===== src/hdl/mpfd_pkg.sv =====
// ----------------------------------------------------------------------------
// mpfd_pkg
// Types, constants and the font table of the page frame buffer drawing engine.
// ----------------------------------------------------------------------------
`default_nettype none

package mpfd_pkg;

   localparam int DEF_SCREEN_WIDTH  = 128;
   localparam int DEF_SCREEN_HEIGHT = 64;
   localparam int GLYPH_FIRST       = 32;
   localparam int GLYPH_LAST        = 95;
   localparam int GLYPH_COLS        = 5;
   localparam int GLYPH_ROWS        = 8;
   localparam int BOX_COUNT         = 4;

   typedef enum logic [2:0] {
      MODE_CLEAR = 3'd0,
      MODE_PIXEL = 3'd1,
      MODE_GLYPH = 3'd2,
      MODE_HLINE = 3'd3,
      MODE_VLINE = 3'd4,
      MODE_RECT  = 3'd5,
      MODE_FILL  = 3'd6,
      MODE_READ  = 3'd7
   } mode_type;

   typedef enum logic [2:0] {
      KIND_NOP,
      KIND_CLEAR,
      KIND_BOX,
      KIND_GLYPH,
      KIND_READ
   } kind_type;

   // Column range [c_lo, c_end) by row range [r_lo, r_end), already clipped.
   typedef struct packed {
      logic [7:0] c_lo;
      logic [7:0] c_end;
      logic [7:0] r_lo;
      logic [7:0] r_end;
   } box_type;

   typedef struct packed {
      kind_type                    kind;
      logic                        value;
      box_type [BOX_COUNT-1:0]     boxes;
      logic [7:0]                  gx;
      logic [7:0]                  gy;
      logic [5:0]                  gidx;
      logic [7:0]                  rd_x;
      logic [2:0]                  rd_page;
      logic                        rd_ok;
   } cmd_type;

   typedef enum logic [3:0] {
      ST_INIT,
      ST_IDLE,
      ST_CLEAR,
      ST_BOX_SETUP,
      ST_BOX_RD,
      ST_BOX_WR,
      ST_GLY,
      ST_GLY_WR,
      ST_RD_ADDR,
      ST_RD_DATA,
      ST_DONE
   } state_type;

   localparam logic [7:0] GLYPH_ROM [64][GLYPH_COLS] = '{
      '{8'h00, 8'h00, 8'h00, 8'h00, 8'h00}, '{8'h00, 8'h00, 8'h5F, 8'h00, 8'h00},
      '{8'h00, 8'h07, 8'h00, 8'h07, 8'h00}, '{8'h14, 8'h7F, 8'h14, 8'h7F, 8'h14},
      '{8'h24, 8'h2A, 8'h7F, 8'h2A, 8'h12}, '{8'h23, 8'h13, 8'h08, 8'h64, 8'h62},
      '{8'h36, 8'h49, 8'h55, 8'h22, 8'h50}, '{8'h00, 8'h05, 8'h03, 8'h00, 8'h00},
      '{8'h00, 8'h1C, 8'h22, 8'h41, 8'h00}, '{8'h00, 8'h41, 8'h22, 8'h1C, 8'h00},
      '{8'h14, 8'h08, 8'h3E, 8'h08, 8'h14}, '{8'h08, 8'h08, 8'h3E, 8'h08, 8'h08},
      '{8'h00, 8'h50, 8'h30, 8'h00, 8'h00}, '{8'h08, 8'h08, 8'h08, 8'h08, 8'h08},
      '{8'h00, 8'h60, 8'h60, 8'h00, 8'h00}, '{8'h20, 8'h10, 8'h08, 8'h04, 8'h02},
      '{8'h3E, 8'h51, 8'h49, 8'h45, 8'h3E}, '{8'h00, 8'h42, 8'h7F, 8'h40, 8'h00},
      '{8'h42, 8'h61, 8'h51, 8'h49, 8'h46}, '{8'h21, 8'h41, 8'h45, 8'h4B, 8'h31},
      '{8'h18, 8'h14, 8'h12, 8'h7F, 8'h10}, '{8'h27, 8'h45, 8'h45, 8'h45, 8'h39},
      '{8'h3C, 8'h4A, 8'h49, 8'h49, 8'h30}, '{8'h01, 8'h71, 8'h09, 8'h05, 8'h03},
      '{8'h36, 8'h49, 8'h49, 8'h49, 8'h36}, '{8'h06, 8'h49, 8'h49, 8'h29, 8'h1E},
      '{8'h00, 8'h36, 8'h36, 8'h00, 8'h00}, '{8'h00, 8'h56, 8'h36, 8'h00, 8'h00},
      '{8'h08, 8'h14, 8'h22, 8'h41, 8'h00}, '{8'h14, 8'h14, 8'h14, 8'h14, 8'h14},
      '{8'h00, 8'h41, 8'h22, 8'h14, 8'h08}, '{8'h02, 8'h01, 8'h51, 8'h09, 8'h06},
      '{8'h32, 8'h49, 8'h79, 8'h41, 8'h3E}, '{8'h7E, 8'h11, 8'h11, 8'h11, 8'h7E},
      '{8'h7F, 8'h49, 8'h49, 8'h49, 8'h36}, '{8'h3E, 8'h41, 8'h41, 8'h41, 8'h22},
      '{8'h7F, 8'h41, 8'h41, 8'h22, 8'h1C}, '{8'h7F, 8'h49, 8'h49, 8'h49, 8'h41},
      '{8'h7F, 8'h09, 8'h09, 8'h09, 8'h01}, '{8'h3E, 8'h41, 8'h49, 8'h49, 8'h7A},
      '{8'h7F, 8'h08, 8'h08, 8'h08, 8'h7F}, '{8'h00, 8'h41, 8'h7F, 8'h41, 8'h00},
      '{8'h20, 8'h40, 8'h41, 8'h3F, 8'h01}, '{8'h7F, 8'h08, 8'h14, 8'h22, 8'h41},
      '{8'h7F, 8'h40, 8'h40, 8'h40, 8'h40}, '{8'h7F, 8'h02, 8'h0C, 8'h02, 8'h7F},
      '{8'h7F, 8'h04, 8'h08, 8'h10, 8'h7F}, '{8'h3E, 8'h41, 8'h41, 8'h41, 8'h3E},
      '{8'h7F, 8'h09, 8'h09, 8'h09, 8'h06}, '{8'h3E, 8'h41, 8'h51, 8'h21, 8'h5E},
      '{8'h7F, 8'h09, 8'h19, 8'h29, 8'h46}, '{8'h46, 8'h49, 8'h49, 8'h49, 8'h31},
      '{8'h01, 8'h01, 8'h7F, 8'h01, 8'h01}, '{8'h3F, 8'h40, 8'h40, 8'h40, 8'h3F},
      '{8'h1F, 8'h20, 8'h40, 8'h20, 8'h1F}, '{8'h3F, 8'h40, 8'h38, 8'h40, 8'h3F},
      '{8'h63, 8'h14, 8'h08, 8'h14, 8'h63}, '{8'h07, 8'h08, 8'h70, 8'h08, 8'h07},
      '{8'h61, 8'h51, 8'h49, 8'h45, 8'h43}, '{8'h00, 8'h7F, 8'h41, 8'h41, 8'h00},
      '{8'h02, 8'h04, 8'h08, 8'h10, 8'h20}, '{8'h00, 8'h41, 8'h41, 8'h7F, 8'h00},
      '{8'h04, 8'h02, 8'h01, 8'h02, 8'h04}, '{8'h40, 8'h40, 8'h40, 8'h40, 8'h40}
   };

   // End of a span that starts at lo and runs len pixels, cut at the screen edge.
   function automatic logic [7:0] clip_end(input logic [7:0] lo, input logic [7:0] len,
                                           input logic [7:0] lim);
      logic [8:0] sum;
      sum = {1'b0, lo} + {1'b0, len};
      return (sum > {1'b0, lim}) ? lim : sum[7:0];
   endfunction

endpackage

`default_nettype wire


===== src/hdl/mpfd_front.sv =====
// ----------------------------------------------------------------------------
// mpfd_front
// Takes drawing items, turns each into a command of clipped boxes, a glyph,
// a clear, a read or a no-op, and holds the commands in a two-entry queue.
// ----------------------------------------------------------------------------
`default_nettype none

module mpfd_front #(
   parameter int SCREEN_WIDTH  = mpfd_pkg::DEF_SCREEN_WIDTH,
   parameter int SCREEN_HEIGHT = mpfd_pkg::DEF_SCREEN_HEIGHT
) (
   input  logic              clock,
   input  logic              reset,
   input  logic              push,
   input  logic [2:0]        mode,
   input  logic [7:0]        x,
   input  logic [7:0]        y,
   input  logic [7:0]        extent_w,
   input  logic [7:0]        extent_h,
   input  logic              color,
   input  logic [7:0]        char_code,
   input  logic [2:0]        page,
   input  logic              take,
   output logic              full,
   output logic              avail,
   output mpfd_pkg::cmd_type cmd
);

   localparam int PAGE_COUNT = (SCREEN_HEIGHT + 7) / 8;
   localparam logic [7:0] WLIM = 8'(SCREEN_WIDTH);
   localparam logic [7:0] HLIM = 8'(SCREEN_HEIGHT);
   localparam logic [4:0] PLIM = 5'(PAGE_COUNT);

   mpfd_pkg::cmd_type cls;
   logic [7:0] x_end1, y_end1, col_end_w, row_end_h, y_bot, x_rt;

   mpfd_pkg::cmd_type q_ff [2];
   logic       wp_ff, wp_in, rp_ff, rp_in;
   logic [1:0] cnt_ff, cnt_in;

   always_comb begin
      x_end1    = mpfd_pkg::clip_end(x, 8'd1, WLIM);
      y_end1    = mpfd_pkg::clip_end(y, 8'd1, HLIM);
      col_end_w = mpfd_pkg::clip_end(x, extent_w, WLIM);
      row_end_h = mpfd_pkg::clip_end(y, extent_h, HLIM);
      // Bottom row and right column wrap modulo 256 for zero extents.
      y_bot     = y + extent_h - 8'd1;
      x_rt      = x + extent_w - 8'd1;

      cls         = '0;
      cls.kind    = mpfd_pkg::KIND_NOP;
      cls.value   = 1'b1;
      cls.gx      = x;
      cls.gy      = y;
      cls.gidx    = 6'(char_code - 8'(mpfd_pkg::GLYPH_FIRST));
      cls.rd_x    = x;
      cls.rd_page = page;
      cls.rd_ok   = (x < WLIM) && ({2'b00, page} < PLIM);

      unique case (mpfd_pkg::mode_type'(mode))
         mpfd_pkg::MODE_CLEAR: begin
            cls.kind = mpfd_pkg::KIND_CLEAR;
         end
         mpfd_pkg::MODE_PIXEL: begin
            cls.kind     = mpfd_pkg::KIND_BOX;
            cls.value    = color;
            cls.boxes[0] = '{x, x_end1, y, y_end1};
         end
         mpfd_pkg::MODE_GLYPH: begin
            if ((char_code >= 8'(mpfd_pkg::GLYPH_FIRST)) &&
                (char_code <= 8'(mpfd_pkg::GLYPH_LAST))) begin
               cls.kind = mpfd_pkg::KIND_GLYPH;
            end
         end
         mpfd_pkg::MODE_HLINE: begin
            cls.kind     = mpfd_pkg::KIND_BOX;
            cls.boxes[0] = '{x, col_end_w, y, y_end1};
         end
         mpfd_pkg::MODE_VLINE: begin
            cls.kind     = mpfd_pkg::KIND_BOX;
            cls.boxes[0] = '{x, x_end1, y, row_end_h};
         end
         mpfd_pkg::MODE_RECT: begin
            cls.kind     = mpfd_pkg::KIND_BOX;
            cls.boxes[0] = '{x, col_end_w, y, y_end1};
            cls.boxes[1] = '{x, col_end_w, y_bot, mpfd_pkg::clip_end(y_bot, 8'd1, HLIM)};
            cls.boxes[2] = '{x, x_end1, y, row_end_h};
            cls.boxes[3] = '{x_rt, mpfd_pkg::clip_end(x_rt, 8'd1, WLIM), y, row_end_h};
         end
         mpfd_pkg::MODE_FILL: begin
            cls.kind     = mpfd_pkg::KIND_BOX;
            cls.boxes[0] = '{x, col_end_w, y, row_end_h};
         end
         mpfd_pkg::MODE_READ: begin
            cls.kind = mpfd_pkg::KIND_READ;
         end
         default: begin
            cls.kind = mpfd_pkg::KIND_NOP;
         end
      endcase
   end

   always_comb begin
      wp_in  = push ? ~wp_ff : wp_ff;
      rp_in  = take ? ~rp_ff : rp_ff;
      cnt_in = cnt_ff;
      if (push && !take) begin
         cnt_in = cnt_ff + 2'd1;
      end else if (!push && take) begin
         cnt_in = cnt_ff - 2'd1;
      end
   end

   always_ff @(posedge clock) begin
      if (reset) begin
         wp_ff  <= 1'b0;
         rp_ff  <= 1'b0;
         cnt_ff <= 2'd0;
      end else begin
         wp_ff  <= wp_in;
         rp_ff  <= rp_in;
         cnt_ff <= cnt_in;
      end
   end

   always_ff @(posedge clock) begin
      if (push) begin
         q_ff[wp_ff] <= cls;
      end
   end

   assign full  = (cnt_ff == 2'd2);
   assign avail = (cnt_ff != 2'd0);
   assign cmd   = q_ff[rp_ff];

endmodule

`default_nettype wire


===== config.mk =====
export PLATFORM = sky130hd
export DESIGN_NAME = mpfd_front
export DESIGN_NICKNAME = d
export VERILOG_FILES = /design/src/hdl/mpfd_pkg.sv /design/src/hdl/mpfd_front.sv
export SDC_FILE = /design/constraint.sdc
export NUM_CORES = 1
export LEC_CHECK = 0
export BUFFER_PORTS_ARGS = -buffer_cell sky130_fd_sc_hd__buf_2
export CORE_UTILIZATION = 45
export DETAILED_ROUTE_END_ITERATION = 10
export GPL_TIMING_DRIVEN = 0
export PLACE_DENSITY_LB_ADDON = 0.1
export SLEW_MARGIN = 20
export SYNTH_ARGS = -nofsm -noshare
export SYNTH_HDL_FRONTEND = slang
export SYNTH_SLANG_ARGS = --single-unit

===== constraint.sdc =====
create_clock -name clock -period 7.54 [get_ports clock]
set_input_delay 1.508 -clock clock [delete_from_list [all_inputs] [get_ports clock]]
set_output_delay 1.508 -clock clock [all_outputs]
set_load 0.02 [all_outputs]

==> flow_metrics.py <==
metrics = {
    "status": {
        "outcome": "complete, no violations",
    },
    "synth": {
        "synth_area_leaders": "edfxtp_1 (61%), mux2_2 (12%), ha_1 (4.9%)",
        "synth_ff_type": "edfxtp_1",
        "ys_warn_count": 0,
        "synth_compound_area_share_pct": 4.83,
        "synth_top_area_share_pct": 61.4,
        "ys_ff_latch": 273,
        "synth_top_family_by_area": "multiplexers",
        "yosysTopAreaCell": "edfxtp_1",
        "yosys.area_share.simple_pct": 7.44,
        "synthMuxAreaShare_pct": 12.1,
        "synth_fa_ha_area_share_pct": 5.48,
        "ys_async_sr_fraction_pct": 0,
        "synthXorXnorAreaFrac_pct": 3.19,
        "synth_edf_count": 268,
        "synth.distinct_cells": 59,
        "syn_inst": 945,
        "syn_area_per_cell_um2": 13.9,
        "ys_seq_area_share_pct": 62.1,
        "syn_area_um2": 13100,
    },
    "pwr": {
        "leakagePower_uw": 0.00623,
        "powerDensity_nw_per_um2": 248,
        "ir_drop_uv": 171,
        "total_power_uw": 3920,
    },
    "sta": {
        "setup-tns-final_ns": 0,
        "slew_violations": 0,
        "fin_crit_sh_pct": 64.8,
        "hold_violations": 0,
        "max_slew.worst_pin.slew_ns": 0.937,
        "rsz0062_at_grt": "false",
        "setup_viol": 0,
        "whs_ns": 0.503,
        "period_minus_slack_ns": 4.89,
        "maxSlewHeadroom_pct": 37.5,
        "fmaxAchievable_ghz": 0.205,
        "fin_skew_ns": 0.00558,
    },
    "critical_path": {
        "required_ns": 6.03,
        "critPathMaxStageDelay_ns": 0.67,
        "critPathKind": "reg -> out",
        "path_delay_family": "buffers and inverters",
        "cp-end-kind": "output port",
        "crit_buf_inv": 5,
        "timing.rr.start": "wp_ff",
        "path_common_cell": "clkbuf_1",
        "slowest_stage": "clkbuf_1",
        "worstPathCellList": "clkbuf_1 > clkbuf_1 > clkbuf_1 > mux2_2 > buf_4 > buf_2",
        "critPathMaxFanout": 10,
        "arrival_ns": 3.38,
        "startpoint_type": "flip-flop",
    },
    "detailed_routing": {
        "drt_iter0_drc": 431,
        "wl_met3_mm": 1.35,
        "highest_layer": "met4",
        "antenna_left": 0,
        "wl_met1_mm": 13.9,
        "avgRoutedWirePerCell_um": 18.2,
        "dr_wl_met2_mm": 13.6,
        "route.detailed.drc": 0,
        "dr.pass1.iters": 5,
        "vias": 8156,
        "routed_wl_mm": 29.3,
        "drt-vias-per-instance": 5.05,
    },
    "hold_path": {
        "holdCritPathClass": "reg -> reg",
        "holdCritStartpoint": "cnt_ff[1]",
    },
    "place": {
        "place.gp.congestion": 0.864,
        "dpl.hpwl_mm": 21.8,
        "placement.io_buffers": 216,
        "place_area_um2": 14900,
    },
    "clock_tree": {
        "cts_max_path_buffers": 3,
        "clock_latency_ns": 0.53,
        "cts_hold_buf": 0,
        "postCtsSetupRepairBufs": 0,
        "root_buffer": "clkbuf_16",
        "clkSinkCount": 273,
        "ctsResizeCount": 0,
        "numCtsBuffers": 29,
        "htree_num_levels": 1,
        "cts_tree": "done",
        "clkTransAtPathRegs_ns": 0.06,
    },
    "final_layout": {
        "fillers": 2531,
        "fin_area_um2": 15800,
        "multi_input_area_um2": 4360,
        "area_growth_pct": 20.4,
        "drive_gt1_share_pct": 36.7,
        "seqCellArea_um2": 8150,
        "finalNetCount": 1312,
        "final_util_pct": 55.0,
    },
    "grt": {
        "grt_pass1_vias": 7920,
        "antenna_found_initial": 3,
        "grt_max_degree": 46,
        "grt_usage_pct": 19.5,
        "grt.overflow.total": 0,
        "grt_pass1_wl_mm": 44.8,
    },
    "floorplanning": {
        "die_w_um": 173,
        "start_util_pct": 45.7,
        "io-pin-count": 219,
        "core_area_um2": 28700,
        "num_rows": 62,
        "die-area_um2": 29800,
        "die_h_um": 173,
    },
    "run": {
        "cap_violations": 0,
    },
}
==> metal layers <==
metal / GRT usage [%] / vias to the layer above
met2: 31.4 / 184
met3: 2.84 / 34
met1: 28.1 / 3978
met5: 0 / -
li1: - / 3960
met4: 4.46 / 0
==> placed cells by master (no fill, tap or decap), drive strengths merged, types with 4 or more instances in the layout <==
cell,netlist,routed
inv,68,69
ha,51,51
or2,6,6
nand3b,4,4
nand2b,6,6
mux2,136,136
o31ai,5,5
nand3,10,10
o22ai,9,9
and2,15,15
nor2,69,69
nor3,37,37
xor2,11,11
clkinv,0,16
buf,35,260
diode,0,4
mux2i,5,5
nand2,23,23
o21bai,4,4
fa,4,4
o21ai,21,21
conb,1,6
and3,9,9
dfxtp,5,5
nand4,5,5
clkbuf,34,67
xnor2,35,35
a21oi,22,22
a21o,9,9
o211ai,4,4
edfxtp,268,268
or3,4,4
==> cell usage after synthesis, drive strengths merged, types with 3 or more instances <==
cell / number
nand3b: 4
nand3: 10
nor2b: 3
xnor2: 35
and3: 9
a21o: 9
and2: 15
o22ai: 9
nand2b: 6
o21bai: 4
o211ai: 4
o21ai: 21
nor3: 37
dfxtp: 5
or3: 4
edfxtp: 268
a21oi: 22
fa: 4
o31ai: 5
or2: 6
xor2: 11
o32ai: 3
clkbuf: 34
nand4: 5
nor2: 69
a211oi: 3
ha: 51
nand2: 23
mux2i: 5
inv: 68
mux2: 136
and4: 3
buf: 35
==> cells by family after synthesis <==
logic type,count (synthesis)
multiplexers,141
buffers and inverters,137
flip-flops,273
adder cells (fa/ha/maj),55
other,1
XOR/XNOR,46
AND/OR/NAND/NOR,198
AO/OA/AOI/OAI,94
==> area by class of cell <==
class	instances	area share, %
Multi-Input combinational cell	540	27.6
Sequential cell	273	51.6
Clock buffer	33	4.69
Buffer	69	2.41
Timing Repair Buffer	225	8.18
Inverter	68	1.62
Clock inverter	19	0.777
Tap cell	384	3.04
Antenna cell	4	0.0634
==> tightest hold or removal path: stages (launching register included) <==
cell	delay (ns)
dfxtp_1	0.32
o21ai_0	0.07
a21oi_1	0.06
==> report_power, final <==
part	leakage, uW	switching (uW)	internal [uW]	total (uW)
logic	0.00323	505	323	828
clock network	0.000430	554	735	1290
registers	0.00257	19.9	1780	1800
total	0.00623	1080	2840	3920
==> flip-flops by register name, summed over array words and instances (netlist names), named ones only <==
| name | flops |
|---|---|
| rp_ff | 1 |
| wp_ff | 1 |
| q_ff | 268 |
| cnt_ff | 2 |
==> stage by stage <==
step	setup WS (ns)	cells
2_1_floorplan	2.10	950
3_3_place_gp	-0.240	1550
3_5_place_dp	2.34	1559
4_1_cts	2.44	1611
5_1_grt	2.40	1613
6_report	2.65	1615
==> final timing paths <==
| kind | endpoint | slack, ns | cells after the start |
|---|---|---|---|
| worst max register to register | q_ff[1][73] | 5.77 | 3 |
| worst min-delay path | cnt_ff[1] | 0.50 | 2 |
| worst max-delay path | cmd[127] | 2.65 | 6 |
| worst min register to register | cnt_ff[1] | 0.50 | 2 |
Power figures use the tool's default switching activity.
